File: src/hw/rtl/ctsc_pkg.sv
// ----------------------------------------------------------------------------
// ctsc_pkg: shared types and constants of the token scanner
// Token kinds, character classes, scanner states, queue items and keyword
// lookup used by the front, back and result queue of the scanner.
// ----------------------------------------------------------------------------
package ctsc_pkg;

  localparam int MAX_TOKEN_LEN_DEF = 40;
  localparam int TEXT_BYTES_DEF    = 8;
  localparam int NUMBER_WIDTH_DEF  = 32;

  localparam int LEN_W   = 6;
  localparam int TEXT_W  = 64;
  localparam int VALUE_W = 32;
  localparam int LINE_W  = 16;

  localparam int IQ_DEPTH = 2;
  localparam int OQ_DEPTH = 4;

  typedef enum logic [4:0] {
    K_EOF    = 5'd0,
    K_ERR    = 5'd1,
    K_IF     = 5'd2,
    K_ELSE   = 5'd3,
    K_INT    = 5'd4,
    K_RETURN = 5'd5,
    K_VOID   = 5'd6,
    K_WHILE  = 5'd7,
    K_ID     = 5'd8,
    K_NUM    = 5'd9,
    K_PLUS   = 5'd10,
    K_MINUS  = 5'd11,
    K_TIMES  = 5'd12,
    K_OVER   = 5'd13,
    K_LT     = 5'd14,
    K_LE     = 5'd15,
    K_GT     = 5'd16,
    K_GE     = 5'd17,
    K_EQ     = 5'd18,
    K_NE     = 5'd19,
    K_ASSIGN = 5'd20,
    K_SEMI   = 5'd21,
    K_COMMA  = 5'd22,
    K_LPAREN = 5'd23,
    K_RPAREN = 5'd24,
    K_LSQ    = 5'd25,
    K_RSQ    = 5'd26,
    K_LBR    = 5'd27,
    K_RBR    = 5'd28
  } tok_kind_t;

  typedef enum logic [1:0] {
    CC_DIGIT = 2'd0,
    CC_ALPHA = 2'd1,
    CC_SPACE = 2'd2,
    CC_OTHER = 2'd3
  } cclass_t;

  typedef enum logic [9:0] {
    S_START   = 10'b0000000001,
    S_SLASH   = 10'b0000000010,
    S_COMMENT = 10'b0000000100,
    S_CSTAR   = 10'b0000001000,
    S_NUM     = 10'b0000010000,
    S_ID      = 10'b0000100000,
    S_NOT     = 10'b0001000000,
    S_LT      = 10'b0010000000,
    S_GT      = 10'b0100000000,
    S_EQ      = 10'b1000000000
  } scan_state_t;

  localparam logic [7:0] CH_NL     = 8'h0A;
  localparam logic [7:0] CH_SPACE  = " ";
  localparam logic [7:0] CH_TAB    = 8'h09;
  localparam logic [7:0] CH_CR     = 8'h0D;
  localparam logic [7:0] CH_PLUS   = "+";
  localparam logic [7:0] CH_MINUS  = "-";
  localparam logic [7:0] CH_STAR   = "*";
  localparam logic [7:0] CH_SLASH  = "/";
  localparam logic [7:0] CH_LT     = "<";
  localparam logic [7:0] CH_GT     = ">";
  localparam logic [7:0] CH_EQUAL  = "=";
  localparam logic [7:0] CH_BANG   = "!";
  localparam logic [7:0] CH_SEMI   = ";";
  localparam logic [7:0] CH_COMMA  = ",";
  localparam logic [7:0] CH_LPAREN = "(";
  localparam logic [7:0] CH_RPAREN = ")";
  localparam logic [7:0] CH_LSQ    = "[";
  localparam logic [7:0] CH_RSQ    = "]";
  localparam logic [7:0] CH_LBR    = "{";
  localparam logic [7:0] CH_RBR    = "}";

  // Keyword spellings with the first character in the low byte.
  localparam logic [47:0] KW_IF     = 48'h0000_0000_6669;
  localparam logic [47:0] KW_ELSE   = 48'h0000_6573_6C65;
  localparam logic [47:0] KW_INT    = 48'h0000_0074_6E69;
  localparam logic [47:0] KW_RETURN = 48'h6E72_7574_6572;
  localparam logic [47:0] KW_VOID   = 48'h0000_6469_6F76;
  localparam logic [47:0] KW_WHILE  = 48'h0065_6C69_6877;

  typedef struct packed {
    logic [7:0] code;
    cclass_t    cls;
    logic       eoi;
  } char_item_t;

  typedef struct packed {
    tok_kind_t            kind;
    logic [TEXT_W-1:0]    text;
    logic [LEN_W-1:0]     length;
    logic [VALUE_W-1:0]   value;
    logic                 overflow;
    logic [LINE_W-1:0]    line;
    logic                 last;
  } token_t;

  typedef struct packed {
    logic [1:0] count;
    token_t     first;
    token_t     second;
  } tok_wr_t;

  function automatic cclass_t char_class(input logic [7:0] c);
    cclass_t cls;
    cls = CC_OTHER;
    if (c inside {["0":"9"]}) begin
      cls = CC_DIGIT;
    end else if (c inside {["a":"z"], ["A":"Z"]}) begin
      cls = CC_ALPHA;
    end else if (c == CH_SPACE || c inside {[CH_TAB:CH_CR]}) begin
      cls = CC_SPACE;
    end
    return cls;
  endfunction

  function automatic tok_kind_t single_kind(input logic [7:0] c);
    tok_kind_t k;
    case (c)
      CH_PLUS:   k = K_PLUS;
      CH_MINUS:  k = K_MINUS;
      CH_STAR:   k = K_TIMES;
      CH_SEMI:   k = K_SEMI;
      CH_COMMA:  k = K_COMMA;
      CH_LPAREN: k = K_LPAREN;
      CH_RPAREN: k = K_RPAREN;
      CH_LSQ:    k = K_LSQ;
      CH_RSQ:    k = K_RSQ;
      CH_LBR:    k = K_LBR;
      CH_RBR:    k = K_RBR;
      default:   k = K_ERR;
    endcase
    return k;
  endfunction

  // Text bytes past the length are always zero, so a full compare is exact.
  function automatic tok_kind_t kw_kind(input logic [47:0] text,
                                        input logic [LEN_W-1:0] len);
    tok_kind_t k;
    k = K_ID;
    if (len == LEN_W'(2) && text == KW_IF) begin
      k = K_IF;
    end else if (len == LEN_W'(4) && text == KW_ELSE) begin
      k = K_ELSE;
    end else if (len == LEN_W'(3) && text == KW_INT) begin
      k = K_INT;
    end else if (len == LEN_W'(6) && text == KW_RETURN) begin
      k = K_RETURN;
    end else if (len == LEN_W'(4) && text == KW_VOID) begin
      k = K_VOID;
    end else if (len == LEN_W'(5) && text == KW_WHILE) begin
      k = K_WHILE;
    end
    return k;
  endfunction

endpackage

File: src/hw/rtl/c_minus_token_scanner.sv
// ----------------------------------------------------------------------------
// c_minus_token_scanner: C-minus lexical scanner
// Turns a stream of source characters into tokens with text, length,
// number value and line.
// ----------------------------------------------------------------------------
// Input channel: one character per transfer on char_code, or an end mark on
// end_of_input. Output channel: one token per transfer, with last_of_run set
// on the final token that a given input transfer produced. A transfer happens
// on a rising edge with valid high and stall low.
// A character is classified on entry and queued; the scanner takes one
// queued character per cycle while the result queue has room, and writes
// zero, one or two tokens into a four-entry result queue. The character that
// finishes a token is registered in the input queue, and the token in the
// result queue, before the token appears on the output.
// Throughput is one character per cycle while the result queue has room;
// characters that produce two tokens are bounded by the one-token-per-cycle
// output, so the scanner waits while fewer than two result slots are free.
// Reset empties both queues, puts the scanner in its start state with an
// empty token and sets the line counter to one. When the receiver stalls,
// the result queue fills, the scanner holds, the two-entry input queue fills
// and in_stall rises; nothing is lost.
// ----------------------------------------------------------------------------
module c_minus_token_scanner
  import ctsc_pkg::*;
#(
  parameter int MAX_TOKEN_LEN = MAX_TOKEN_LEN_DEF,
  parameter int TEXT_BYTES    = TEXT_BYTES_DEF,
  parameter int NUMBER_WIDTH  = NUMBER_WIDTH_DEF
)
(
  input  logic                clk,
  input  logic                rst,
  input  logic                in_valid,
  output logic                in_stall,
  input  logic [7:0]          char_code,
  input  logic                end_of_input,
  output logic                out_valid,
  input  logic                out_stall,
  output logic [4:0]          token_kind,
  output logic [TEXT_W-1:0]   token_text,
  output logic [LEN_W-1:0]    token_length,
  output logic [VALUE_W-1:0]  number_value,
  output logic                number_overflow,
  output logic [LINE_W-1:0]   line_number,
  output logic                last_of_run
);

  char_item_t item;
  logic       item_valid;
  logic       item_take;
  logic       room;
  tok_wr_t    wr;
  token_t     tok;

  ctsc_front u_front (
    .clk          (clk),
    .rst          (rst),
    .in_valid     (in_valid),
    .in_stall     (in_stall),
    .char_code    (char_code),
    .end_of_input (end_of_input),
    .item         (item),
    .item_valid   (item_valid),
    .item_take    (item_take)
  );

  ctsc_back #(
    .MAX_TOKEN_LEN (MAX_TOKEN_LEN),
    .TEXT_BYTES    (TEXT_BYTES),
    .NUMBER_WIDTH  (NUMBER_WIDTH)
  ) u_back (
    .clk        (clk),
    .rst        (rst),
    .item       (item),
    .item_valid (item_valid),
    .item_take  (item_take),
    .room       (room),
    .wr         (wr)
  );

  ctsc_outq u_outq (
    .clk       (clk),
    .rst       (rst),
    .wr        (wr),
    .room      (room),
    .out_valid (out_valid),
    .out_stall (out_stall),
    .tok       (tok)
  );

  assign token_kind      = tok.kind;
  assign token_text      = tok.text;
  assign token_length    = tok.length;
  assign number_value    = tok.value;
  assign number_overflow = tok.overflow;
  assign line_number     = tok.line;
  assign last_of_run     = tok.last;

endmodule

File: src/hw/rtl/ctsc_front.sv
// ----------------------------------------------------------------------------
// ctsc_front: input acceptance and character classification
// Accepts characters, tags each with its class and holds them in a short
// queue for the scanner.
// ----------------------------------------------------------------------------
module ctsc_front
  import ctsc_pkg::*;
(
  input  logic       clk,
  input  logic       rst,
  input  logic       in_valid,
  output logic       in_stall,
  input  logic [7:0] char_code,
  input  logic       end_of_input,
  output char_item_t item,
  output logic       item_valid,
  input  logic       item_take
);

  localparam int PW = $clog2(IQ_DEPTH);

  char_item_t        q [IQ_DEPTH];
  logic [PW-1:0]     wp;
  logic [PW-1:0]     rp;
  logic [PW:0]       cnt;
  logic              push;
  char_item_t        new_item;

  assign in_stall   = (cnt == (PW+1)'(IQ_DEPTH));
  assign push       = in_valid && !in_stall;
  assign item_valid = (cnt != '0);
  assign item       = q[rp];

  always_comb begin
    new_item.code = char_code;
    new_item.cls  = char_class(char_code);
    new_item.eoi  = end_of_input;
  end

  always_ff @(posedge clk) begin
    if (push) begin
      q[wp] <= new_item;
    end
  end

  always_ff @(posedge clk) begin
    if (rst) begin
      wp  <= '0;
      rp  <= '0;
      cnt <= '0;
    end else begin
      if (push) begin
        wp <= wp + PW'(1);
      end
      if (item_take) begin
        rp <= rp + PW'(1);
      end
      cnt <= cnt + (PW+1)'(push) - (PW+1)'(item_take);
    end
  end

  assert property (@(posedge clk) disable iff (rst) cnt <= (PW+1)'(IQ_DEPTH))
    else $error("Input queue count exceeds its depth.");

  assert property (@(posedge clk) disable iff (rst) item_take |-> item_valid)
    else $error("Scanner took a character from an empty input queue.");

endmodule

File: src/hw/rtl/ctsc_back.sv
// ----------------------------------------------------------------------------
// ctsc_back: scanner automaton
// Runs the token automaton on one queued character per cycle while the result
// queue has room, and hands up to two finished tokens to the result queue.
// ----------------------------------------------------------------------------
module ctsc_back
  import ctsc_pkg::*;
#(
  parameter int MAX_TOKEN_LEN = MAX_TOKEN_LEN_DEF,
  parameter int TEXT_BYTES    = TEXT_BYTES_DEF,
  parameter int NUMBER_WIDTH  = NUMBER_WIDTH_DEF
)
(
  input  logic       clk,
  input  logic       rst,
  input  char_item_t item,
  input  logic       item_valid,
  output logic       item_take,
  input  logic       room,
  output tok_wr_t    wr
);

  localparam int TW = 8 * TEXT_BYTES;
  localparam logic [NUMBER_WIDTH-1:0] NUM_MAX   = {NUMBER_WIDTH{1'b1}};
  localparam logic [NUMBER_WIDTH-1:0] NUM_TENTH = NUMBER_WIDTH'(NUM_MAX / 10);
  localparam logic [3:0]              NUM_LAST  = 4'(NUM_MAX % 10);
  localparam logic [LEN_W-1:0]        MAX_LEN   = LEN_W'(MAX_TOKEN_LEN);

  scan_state_t             st;
  logic [TW-1:0]           txt;
  logic [LEN_W-1:0]        cnt;
  logic [NUMBER_WIDTH-1:0] acc;
  logic                    sat;
  logic [LINE_W-1:0]       line;

  scan_state_t             st_next;
  logic [TW-1:0]           txt_next;
  logic [LEN_W-1:0]        cnt_next;
  logic [NUMBER_WIDTH-1:0] acc_next;
  logic                    sat_next;
  logic [LINE_W-1:0]       line_next;

  logic [7:0]              c;
  logic [3:0]              dval;
  logic [TW-1:0]           app_txt;
  logic [LEN_W-1:0]        app_cnt;
  logic [TW-1:0]           c_txt;
  logic                    is_eq;
  logic                    again;
  logic                    p_emit;
  tok_kind_t               p_kind;
  logic [TW-1:0]           p_text;
  logic [LEN_W-1:0]        p_len;
  logic                    s_emit;
  tok_kind_t               s_kind;
  logic [TW-1:0]           s_text;
  logic [LEN_W-1:0]        s_len;
  logic [63:0]             acc64;
  token_t                  p_tok;
  token_t                  s_tok;

  assign item_take = item_valid && room;
  assign c         = item.code;
  assign dval      = c[3:0];
  assign is_eq     = (c == CH_EQUAL);
  assign c_txt     = {{(TW-8){1'b0}}, c};
  assign acc64     = 64'(acc);

  always_comb begin
    app_txt = txt;
    app_cnt = cnt;
    if (cnt < MAX_LEN) begin
      app_cnt = cnt + LEN_W'(1);
      for (int i = 0; i < TEXT_BYTES; i++) begin
        if (cnt == LEN_W'(i)) begin
          app_txt[8*i +: 8] = c;
        end
      end
    end
  end

  always_comb begin
    again    = 1'b0;
    p_emit   = 1'b0;
    p_kind   = K_ERR;
    p_text   = txt;
    p_len    = cnt;
    s_emit   = 1'b0;
    s_kind   = K_ERR;
    s_text   = c_txt;
    s_len    = LEN_W'(1);
    st_next  = st;
    txt_next = txt;
    cnt_next = cnt;
    acc_next = acc;
    sat_next = sat;

    if (item.eoi) begin
      case (st)
        S_NUM: begin
          p_emit = 1'b1;
          p_kind = K_NUM;
        end
        S_ID: begin
          p_emit = 1'b1;
          p_kind = kw_kind(txt[47:0], cnt);
        end
        S_SLASH: begin
          p_emit = 1'b1;
          p_kind = K_OVER;
        end
        S_LT: begin
          p_emit = 1'b1;
          p_kind = K_LT;
        end
        S_GT: begin
          p_emit = 1'b1;
          p_kind = K_GT;
        end
        S_EQ: begin
          p_emit = 1'b1;
          p_kind = K_ASSIGN;
        end
        S_NOT: begin
          p_emit = 1'b1;
          p_kind = K_ERR;
        end
        default: begin
        end
      endcase
      s_emit   = 1'b1;
      s_kind   = K_EOF;
      s_text   = '0;
      s_len    = '0;
      st_next  = S_START;
      txt_next = '0;
      cnt_next = '0;
      acc_next = '0;
      sat_next = 1'b0;
    end else begin
      case (st)
        S_START: begin
          again = 1'b1;
        end
        S_SLASH: begin
          if (c == CH_STAR) begin
            st_next  = S_COMMENT;
            txt_next = '0;
            cnt_next = '0;
            acc_next = '0;
            sat_next = 1'b0;
          end else begin
            p_emit = 1'b1;
            p_kind = K_OVER;
            again  = 1'b1;
          end
        end
        S_COMMENT: begin
          if (c == CH_STAR) begin
            st_next = S_CSTAR;
          end
        end
        S_CSTAR: begin
          if (c == CH_SLASH) begin
            st_next = S_START;
          end else if (c != CH_STAR) begin
            st_next = S_COMMENT;
          end
        end
        S_NUM: begin
          if (item.cls == CC_DIGIT) begin
            txt_next = app_txt;
            cnt_next = app_cnt;
            if (acc > NUM_TENTH || (acc == NUM_TENTH && dval > NUM_LAST)) begin
              acc_next = NUM_MAX;
              sat_next = 1'b1;
            end else if (!sat) begin
              acc_next = (acc << 3) + (acc << 1) + NUMBER_WIDTH'(dval);
            end
          end else begin
            p_emit = 1'b1;
            p_kind = K_NUM;
            again  = 1'b1;
          end
        end
        S_ID: begin
          if (item.cls == CC_ALPHA) begin
            txt_next = app_txt;
            cnt_next = app_cnt;
          end else begin
            p_emit = 1'b1;
            p_kind = kw_kind(txt[47:0], cnt);
            again  = 1'b1;
          end
        end
        S_LT, S_GT, S_EQ, S_NOT: begin
          p_emit = 1'b1;
          if (is_eq) begin
            p_text = app_txt;
            p_len  = app_cnt;
          end else begin
            again = 1'b1;
          end
          case (st)
            S_LT:    p_kind = is_eq ? K_LE : K_LT;
            S_GT:    p_kind = is_eq ? K_GE : K_GT;
            S_EQ:    p_kind = is_eq ? K_EQ : K_ASSIGN;
            default: p_kind = is_eq ? K_NE : K_ERR;
          endcase
        end
        default: begin
          again = 1'b1;
        end
      endcase

      if (p_emit || again) begin
        st_next  = S_START;
        txt_next = '0;
        cnt_next = '0;
        acc_next = '0;
        sat_next = 1'b0;
      end

      if (again) begin
        case (item.cls)
          CC_DIGIT: begin
            st_next  = S_NUM;
            txt_next = c_txt;
            cnt_next = LEN_W'(1);
            acc_next = NUMBER_WIDTH'(dval);
          end
          CC_ALPHA: begin
            st_next  = S_ID;
            txt_next = c_txt;
            cnt_next = LEN_W'(1);
          end
          CC_SPACE: begin
          end
          default: begin
            txt_next = c_txt;
            cnt_next = LEN_W'(1);
            case (c)
              CH_LT:    st_next = S_LT;
              CH_GT:    st_next = S_GT;
              CH_EQUAL: st_next = S_EQ;
              CH_BANG:  st_next = S_NOT;
              CH_SLASH: st_next = S_SLASH;
              default: begin
                s_emit   = 1'b1;
                s_kind   = single_kind(c);
                txt_next = '0;
                cnt_next = '0;
              end
            endcase
          end
        endcase
      end
    end
  end

  always_comb begin
    line_next = line;
    if (!item.eoi && c == CH_NL && line != {LINE_W{1'b1}}) begin
      line_next = line + LINE_W'(1);
    end
  end

  always_comb begin
    p_tok.kind     = p_kind;
    p_tok.text     = TEXT_W'(p_text);
    p_tok.length   = p_len;
    p_tok.value    = (p_kind == K_NUM) ? acc64[VALUE_W-1:0] : '0;
    p_tok.overflow = (p_kind == K_NUM) ? sat : 1'b0;
    p_tok.line     = line;
    p_tok.last     = !s_emit;

    s_tok.kind     = s_kind;
    s_tok.text     = TEXT_W'(s_text);
    s_tok.length   = s_len;
    s_tok.value    = '0;
    s_tok.overflow = 1'b0;
    s_tok.line     = line;
    s_tok.last     = 1'b1;

    wr.first  = p_emit ? p_tok : s_tok;
    wr.second = s_tok;
    wr.count  = item_take ? (2'(p_emit) + 2'(s_emit)) : 2'd0;
  end

  always_ff @(posedge clk) begin
    if (rst) begin
      st   <= S_START;
      txt  <= '0;
      cnt  <= '0;
      acc  <= '0;
      sat  <= 1'b0;
      line <= LINE_W'(1);
    end else if (item_take) begin
      st   <= st_next;
      txt  <= txt_next;
      cnt  <= cnt_next;
      acc  <= acc_next;
      sat  <= sat_next;
      line <= line_next;
    end
  end

  assert property (@(posedge clk) disable iff (rst)
      item_take && item.eoi |=> st == S_START && cnt == '0)
    else $error("Scanner did not return to the start state after end of input.");

  assert property (@(posedge clk) disable iff (rst)
      wr.count == 2'd2 |-> wr.second.last && !wr.first.last)
    else $error("Last-of-run marking is wrong on a two-token transfer.");

endmodule

File: src/hw/rtl/ctsc_outq.sv
// ----------------------------------------------------------------------------
// ctsc_outq: result token queue
// Holds finished tokens, takes up to two per cycle from the scanner and
// presents one per transfer on the output channel.
// ----------------------------------------------------------------------------
module ctsc_outq
  import ctsc_pkg::*;
(
  input  logic    clk,
  input  logic    rst,
  input  tok_wr_t wr,
  output logic    room,
  output logic    out_valid,
  input  logic    out_stall,
  output token_t  tok
);

  localparam int PW = $clog2(OQ_DEPTH);

  token_t          q [OQ_DEPTH];
  logic [PW-1:0]   wp;
  logic [PW-1:0]   rp;
  logic [PW:0]     cnt;
  logic            pop;

  assign out_valid = (cnt != '0);
  assign pop       = out_valid && !out_stall;
  assign room      = (cnt <= (PW+1)'(OQ_DEPTH - 2));
  assign tok       = q[rp];

  always_ff @(posedge clk) begin
    if (wr.count != 2'd0) begin
      q[wp] <= wr.first;
    end
    if (wr.count == 2'd2) begin
      q[wp + PW'(1)] <= wr.second;
    end
  end

  always_ff @(posedge clk) begin
    if (rst) begin
      wp  <= '0;
      rp  <= '0;
      cnt <= '0;
    end else begin
      wp <= wp + PW'(wr.count);
      if (pop) begin
        rp <= rp + PW'(1);
      end
      cnt <= cnt + (PW+1)'(wr.count) - (PW+1)'(pop);
    end
  end

  assert property (@(posedge clk) disable iff (rst) cnt <= (PW+1)'(OQ_DEPTH))
    else $error("Result queue count exceeds its depth.");

  assert property (@(posedge clk) disable iff (rst) wr.count != 2'd0 |-> room)
    else $error("Scanner wrote tokens without room in the result queue.");

endmodule
File: config.mk
export PLATFORM = sky130hd
export DESIGN_NAME = c_minus_token_scanner
export DESIGN_NICKNAME = d
export VERILOG_FILES = /design/src/hw/rtl/ctsc_pkg.sv /design/src/hw/rtl/c_minus_token_scanner.sv /design/src/hw/rtl/ctsc_front.sv /design/src/hw/rtl/ctsc_back.sv /design/src/hw/rtl/ctsc_outq.sv
export SDC_FILE = /design/constraint.sdc
export NUM_CORES = 2
export LEC_CHECK = 0
export BUFFER_PORTS_ARGS = -buffer_cell sky130_fd_sc_hd__buf_2
export CAP_MARGIN = 5
export CORE_UTILIZATION = 39
export CTS_CLUSTER_SIZE = 25
export DETAILED_ROUTE_END_ITERATION = 12
export PLACE_DENSITY = 0.57
export REMOVE_ABC_BUFFERS = 1
export SETUP_SLACK_MARGIN = 0.3
export SYNTH_ARGS = -nofsm -noshare
export SYNTH_HDL_FRONTEND = slang
export SYNTH_SLANG_ARGS = --single-unit
File: constraint.sdc
create_clock -name clk -period 10.9 [get_ports clk]
set_input_delay 1.635 -clock clk [delete_from_list [all_inputs] [get_ports clk]]
set_output_delay 1.635 -clock clk [all_outputs]
set_load 0.02 [all_outputs]
# Word level (Yosys, flattened, before mapping)

Memories as Yosys holds them, arrays and structs flattened. A register that Yosys moved wholly into a read port is not among the register bits.
Cells that the tools add are included.

Register bits: 140
RAM bits: 522
Output and inout bits: 127
Word-level logic and storage cells: 243
Memories kept: 2

Add/subtract/negate cells: 14
Magnitude comparators: 12
Equality and inequality tests: 51
Muxes and demuxes: 114
Reductions and logical operators: 38

Memory list:

| name      | words | bits a word | read ports | clocked after Yosys merged registers in | wr ports | line             | RTL |
|---|---|---|---|---|---|---|---|
| u_outq.q  | 4     | 125         | 1          | 1                                       | 2        | ctsc_outq.sv:20  | `token_t q [OQ_DEPTH];` |
| u_front.q | 2     | 11          | 1          | 1                                       | 1        | ctsc_front.sv:22 | `char_item_t q [IQ_DEPTH];` |

Operators with widths:

| cell                 | number |
|---|---|
| $mux 64              | 10 |
| $mux 32              | 9 |
| $pmux 64 s3          | 1 |
| $pmux 64 s2          | 1 |
| $mux 125             | 1 |
| $eq 8x6->1 const B   | 13 |
| $eq 48x31->1 const B | 2 |
| $mux 8               | 10 |
| $mux 10              | 7 |
| $pmux 32 s2          | 1 |
| $mux 5               | 12 |
| $mux 6               | 10 |
| $pmux 10 s3          | 2 |
| $pmux 5 s11          | 1 |
| $pmux 10 s5          | 1 |
| $eq 48x15->1 const B | 1 |
| $eq 48x23->1 const B | 1 |
| $eq 48x39->1 const B | 1 |
| $eq 48x47->1 const B | 1 |
| $add 32x32->32       | 1 |
| $add 32x4->32        | 1 |
| $eq 32x29->1 const B | 1 |
| $eq 8x7->1 const B   | 4 |
| $gt 32x29->1 const B | 1 |
| 65 further kinds     | 136 |

# Longest topological paths before layout

Depth after elaboration: 14
Mapped depth: 19
Mapped depth without buffers: 15

# Hierarchy

A second synthesis with hierarchy kept.

Cell total of the unflattened synthesis: 2737
Area total of the unflattened synthesis: 36311.1 µm²

By module, submodules not included:

| module     | instances | cells an instance | area each (µm²) | sequential area each (µm²) |
|---|---|---|---|---|
| ctsc_outq  | 1         | 1262              | 24407.2         | 15194.6 |
| ctsc_back  | 1         | 1402              | 10797.9         | 2582.5 |
| ctsc_front | 1         | 73                | 1106.1          | 760.7 |

# Least setup slack after synthesis

No wires, ideal clock.

Path kind: register to register
Start: mem u_front.q[0][9] (netlist bit)
End: mem u_outq.q[2][10] (netlist bit) (enable)
Setup time: 0.403 ns
Data arrival time: 4.378 ns
Data required time: 10.497 ns
Setup slack: 6.120 ns
Cell stages (with the launch flop): 14
Path buffers: 2
Clock period less this slack: 4.780 ns
Cells stage by stage: edfxtp_1 -> or4b_1 -> a21oi_1 -> a21oi_1 -> or2_2 -> o211ai_1 -> nand2_1 -> ha_1 -> o21ai_1 -> or2_2 -> and2_1 -> clkbuf_1 -> inv_1 -> clkbuf_1

RTL lines:

| item               | line |
|---|---|
| start: declaration | ctsc_front.sv:22 |
| end: declaration   | ctsc_outq.sv:20 |

==> flow_summary.toml <==
[outcome]
status = "complete, but fails checks"
violations = "DRC"

[final_layout]
areaGrowthSynthToFinish_pct = 11.79
stdcell_count = 4112
most-common-layout-cells = "dfxtp_1 (521), nand2_1 (379), o21ai_0 (302)"
final_core_util = 0.4398
drive_gt1_frac = 0.1543
diodes = 0
num-fill-cells = 7301
regArea_sq_um = 14740
final_common_cell = "dfxtp_1"
fin_area_sq_um = 34010
finalNetCount = 3102
multi_input_area_sq_um = 14590

[worst_setup_path]
crit_top_cell = "buf_4"
reg2reg_depth = 15
r2r_slack_ps = 4340
slowest_stage = "and2_4"
worst_ep_arrival_time_ps = 6930
crit_fanout = 46
cp_cell_sequence = "buf_4, mux2_2, a21oi_1, a21oi_1, nor3_1, o21a_2, inv_2, ha_1, o21ai_1, or2_2, buf_4, and2_4, inv_1, buf_4, and2_1"
cpLargestDelayFamily = "buffers and inverters"
worstSetupStartpointType = "register"
cp.depth = 15
cp-end-kind = "register"
path_class = "reg -> reg"
r2r-end = "u_outq.q[2][3]"
crit_buf_inv = 5
crit_required_ps = 11270
crit_end = "u_outq.q[2][3]"
crit_path_max_incr_delay_ps = 740

[logic_synthesis]
syn_avg_cell_area_sq_um = 10.19
synthCells = 2987
yosys.area.top_type = "dfxtp_1"
ys_types = 97
ys_async_sr_fraction = 0
ys_warn_count = 0
synthFlopType = "dfxtp_1"
synth_top_area_frac = 0.3441
synth-seq-cells = 665
yosysSeqAreaShare = 0.4843
synth_edf_count = 142
synth_area_leaders = "dfxtp_1 (34%), edfxtp_1 (14%), mux4_2 (9.3%), o21ai_0 (5.0%), nand2_1 (4.7%)"
synthesis.area_sq_um = 30430

[grt]
grt_overflow_total = 0
grt_pass1_wl_microns = 142300
antenna_found_initial = 2
top_usage_layer = "met2"
grt_util_met1 = 0.3173
grt_util_all_layers = 0.2328
use_met2 = 0.3654
use_met3 = 0.04689
grt_pass1_vias = 23950
grt_max_degree = 85

[timing]
period_share = 0.6019
worst_slack_ps = 4339
slew_headroom = 0.1741
finalMaxSlewViolations = 0
clock_skew_ps = 24.49
setup_viol = 0
hold_viol_final = 0
fin_setup_tns_ps = 0
rsz0062_at_grt = "no"
tightest_slew_ps = 1237
fin_crit_ps = 6561
fmax_mhz = 152.4
fin_worst_hold_slack_ps = 446.3

[detailed_routing]
routed_via_density = 5.924
drt_iter0_markers = 2304
first_pass_iters = 10
ant_nets = 0
wl_microns = 93470
drc = 1
detail_route.wl_per_cell_microns = 22.73
vias = 24360

[clock_network]
clockBufferDepth = 3
hold_buffers = 0
cts_max_level = 3
cts_buffers = 71
clock_sinks = 665
clk_latency_ps = 630
root_buffer = "clkbuf_16"
cts_tree = "built"
cts_setup_buffers = 0
path_clk_slew_ps = 60
cts-resized-gates = 0

[placement]
place_congestion = 0.9579
hpwl_microns = 60150
pre_cts_slack_ps = 4469
place_inst = 3983
postPlaceCellArea_sq_um = 31700
io_buffers = 139

[pwr]
power.switching_mw = 2.271
ir_drop_mv = 0.1423
p_int_mw = 4.484
total_power_mw = 6.755
p_clk_frac = 0.357
p_leak_nw = 12.14
combPwrFrac = 0.235
powerDensity_nw_per_um2 = 198.6
sw_frac_of_total = 0.3362
seqPwrFrac = 0.408

[die]
pin_count = 140
num_rows = 102
fp.dieH_microns = 281.3
die_w_microns = 281.3
initial_utilization = 0.3934
core_region_area_sq_um = 77340
dieArea_sq_um = 79140

[job]
maxCapViolCount = 0

[hold_path]
hold_class = "reg -> reg"
[worst reg2reg max path: cells and delay by family, from the launching register on]
family                     cells  cell delay [ps]
AOI/OAI and AO/OA              4             1550
DFF                            1              310
buffers and inverters          5             1990
adders and majority gates      1              430
and+or+nand+nor                4             1440
muxes                          1              590
[layout make-up]
class                           instances  area share
Tap cell                             1040     0.03826
Sequential cell                       665      0.4334
Clock buffer                           99     0.05860
Clock inverter                         30    0.009491
Multi-Input combinational cell       2071      0.4289
Timing Repair Buffer                  169     0.02715
Inverter                               38    0.004194
[sequential cells by signal, indices dropped and copies added (netlist names), 3 cells and up, named ones only]
signal       cells
u_back.acc      32
u_back.line     16
u_back.cnt       6
u_back.st       10
u_outq.q       500
u_outq.cnt       3
u_back.txt      64
u_front.q       22
[kinds of logic (layout without fill, tap and decap cells)]
group           after synthesis  after routing  share of synthesized area
fa+ha+maj                    73             73                    0.03076
xor+xnor                     51             51                    0.01468
buf+inv                     251            336                    0.03787
compound gates              842            842                     0.1816
flops                       665            665                     0.4843
mux                         149            149                     0.1008
simple gates                956            956                     0.1501
[metal layers]
| layer | vias up | part of all wire | wire (microns) |
|---|---|---|---|
| li1 | 11130 | - | - |
| met1 | 12180 | 0.44 | 41290 |
| met2 | 907 | 0.46 | 42800 |
| met3 | 142 | 0.074 | 6899 |
| met4 | 0 | 0.027 | 2489 |
| met5 | - | 0 | 0 |
[how the worst min path moves through the flow]
stage                                 from          endpoint  slack (ps)  cells past startpoint
final                      u_outq.q[1][79]   u_outq.q[1][79]         450                      2
after global routing       u_outq.q[0][97]   u_outq.q[0][97]         470                      2
after CTS                  u_outq.q[1][79]   u_outq.q[1][79]         450                      2
after detailed placement   u_outq.q[1][79]   u_outq.q[1][79]         440                      2
after global placement     u_outq.q[1][86]   u_outq.q[1][86]         430                      2
after floorplan           u_outq.q[1][100]  u_outq.q[1][100]         420                      2
[power groups by stage]
stage               clock (mW)  combinational, mW  sequential, mW
floorplan                    0              0.898            2.84
global placement             0               1.56            2.80
detailed placement           0               1.57            2.81
CTS                       2.45               1.57            2.75
global route              2.56               1.69            2.77
finish                    2.41               1.59            2.75
[synth_stat cells, types with 20 or more instances]
| cell type | n |
|---|---|
| dfxtp_1 | 523 |
| nand2_1 | 383 |
| o21ai_0 | 302 |
| nor2_1 | 232 |
| clkbuf_1 | 152 |
| a22o_1 | 148 |
| edfxtp_1 | 142 |
| mux4_2 | 125 |
| a21oi_1 | 105 |
| a22oi_1 | 77 |
| ha_1 | 70 |
| o22ai_1 | 58 |
| nor2b_1 | 50 |
| and2_1 | 43 |
| nand3_1 | 43 |
| inv_1 | 37 |
| nor3_1 | 36 |
| nand4_1 | 28 |
| xor2_1 | 27 |
| xnor2_1 | 24 |
| buf_6 | 20 |
No activity file was read; power rests on OpenSTA's default activity.
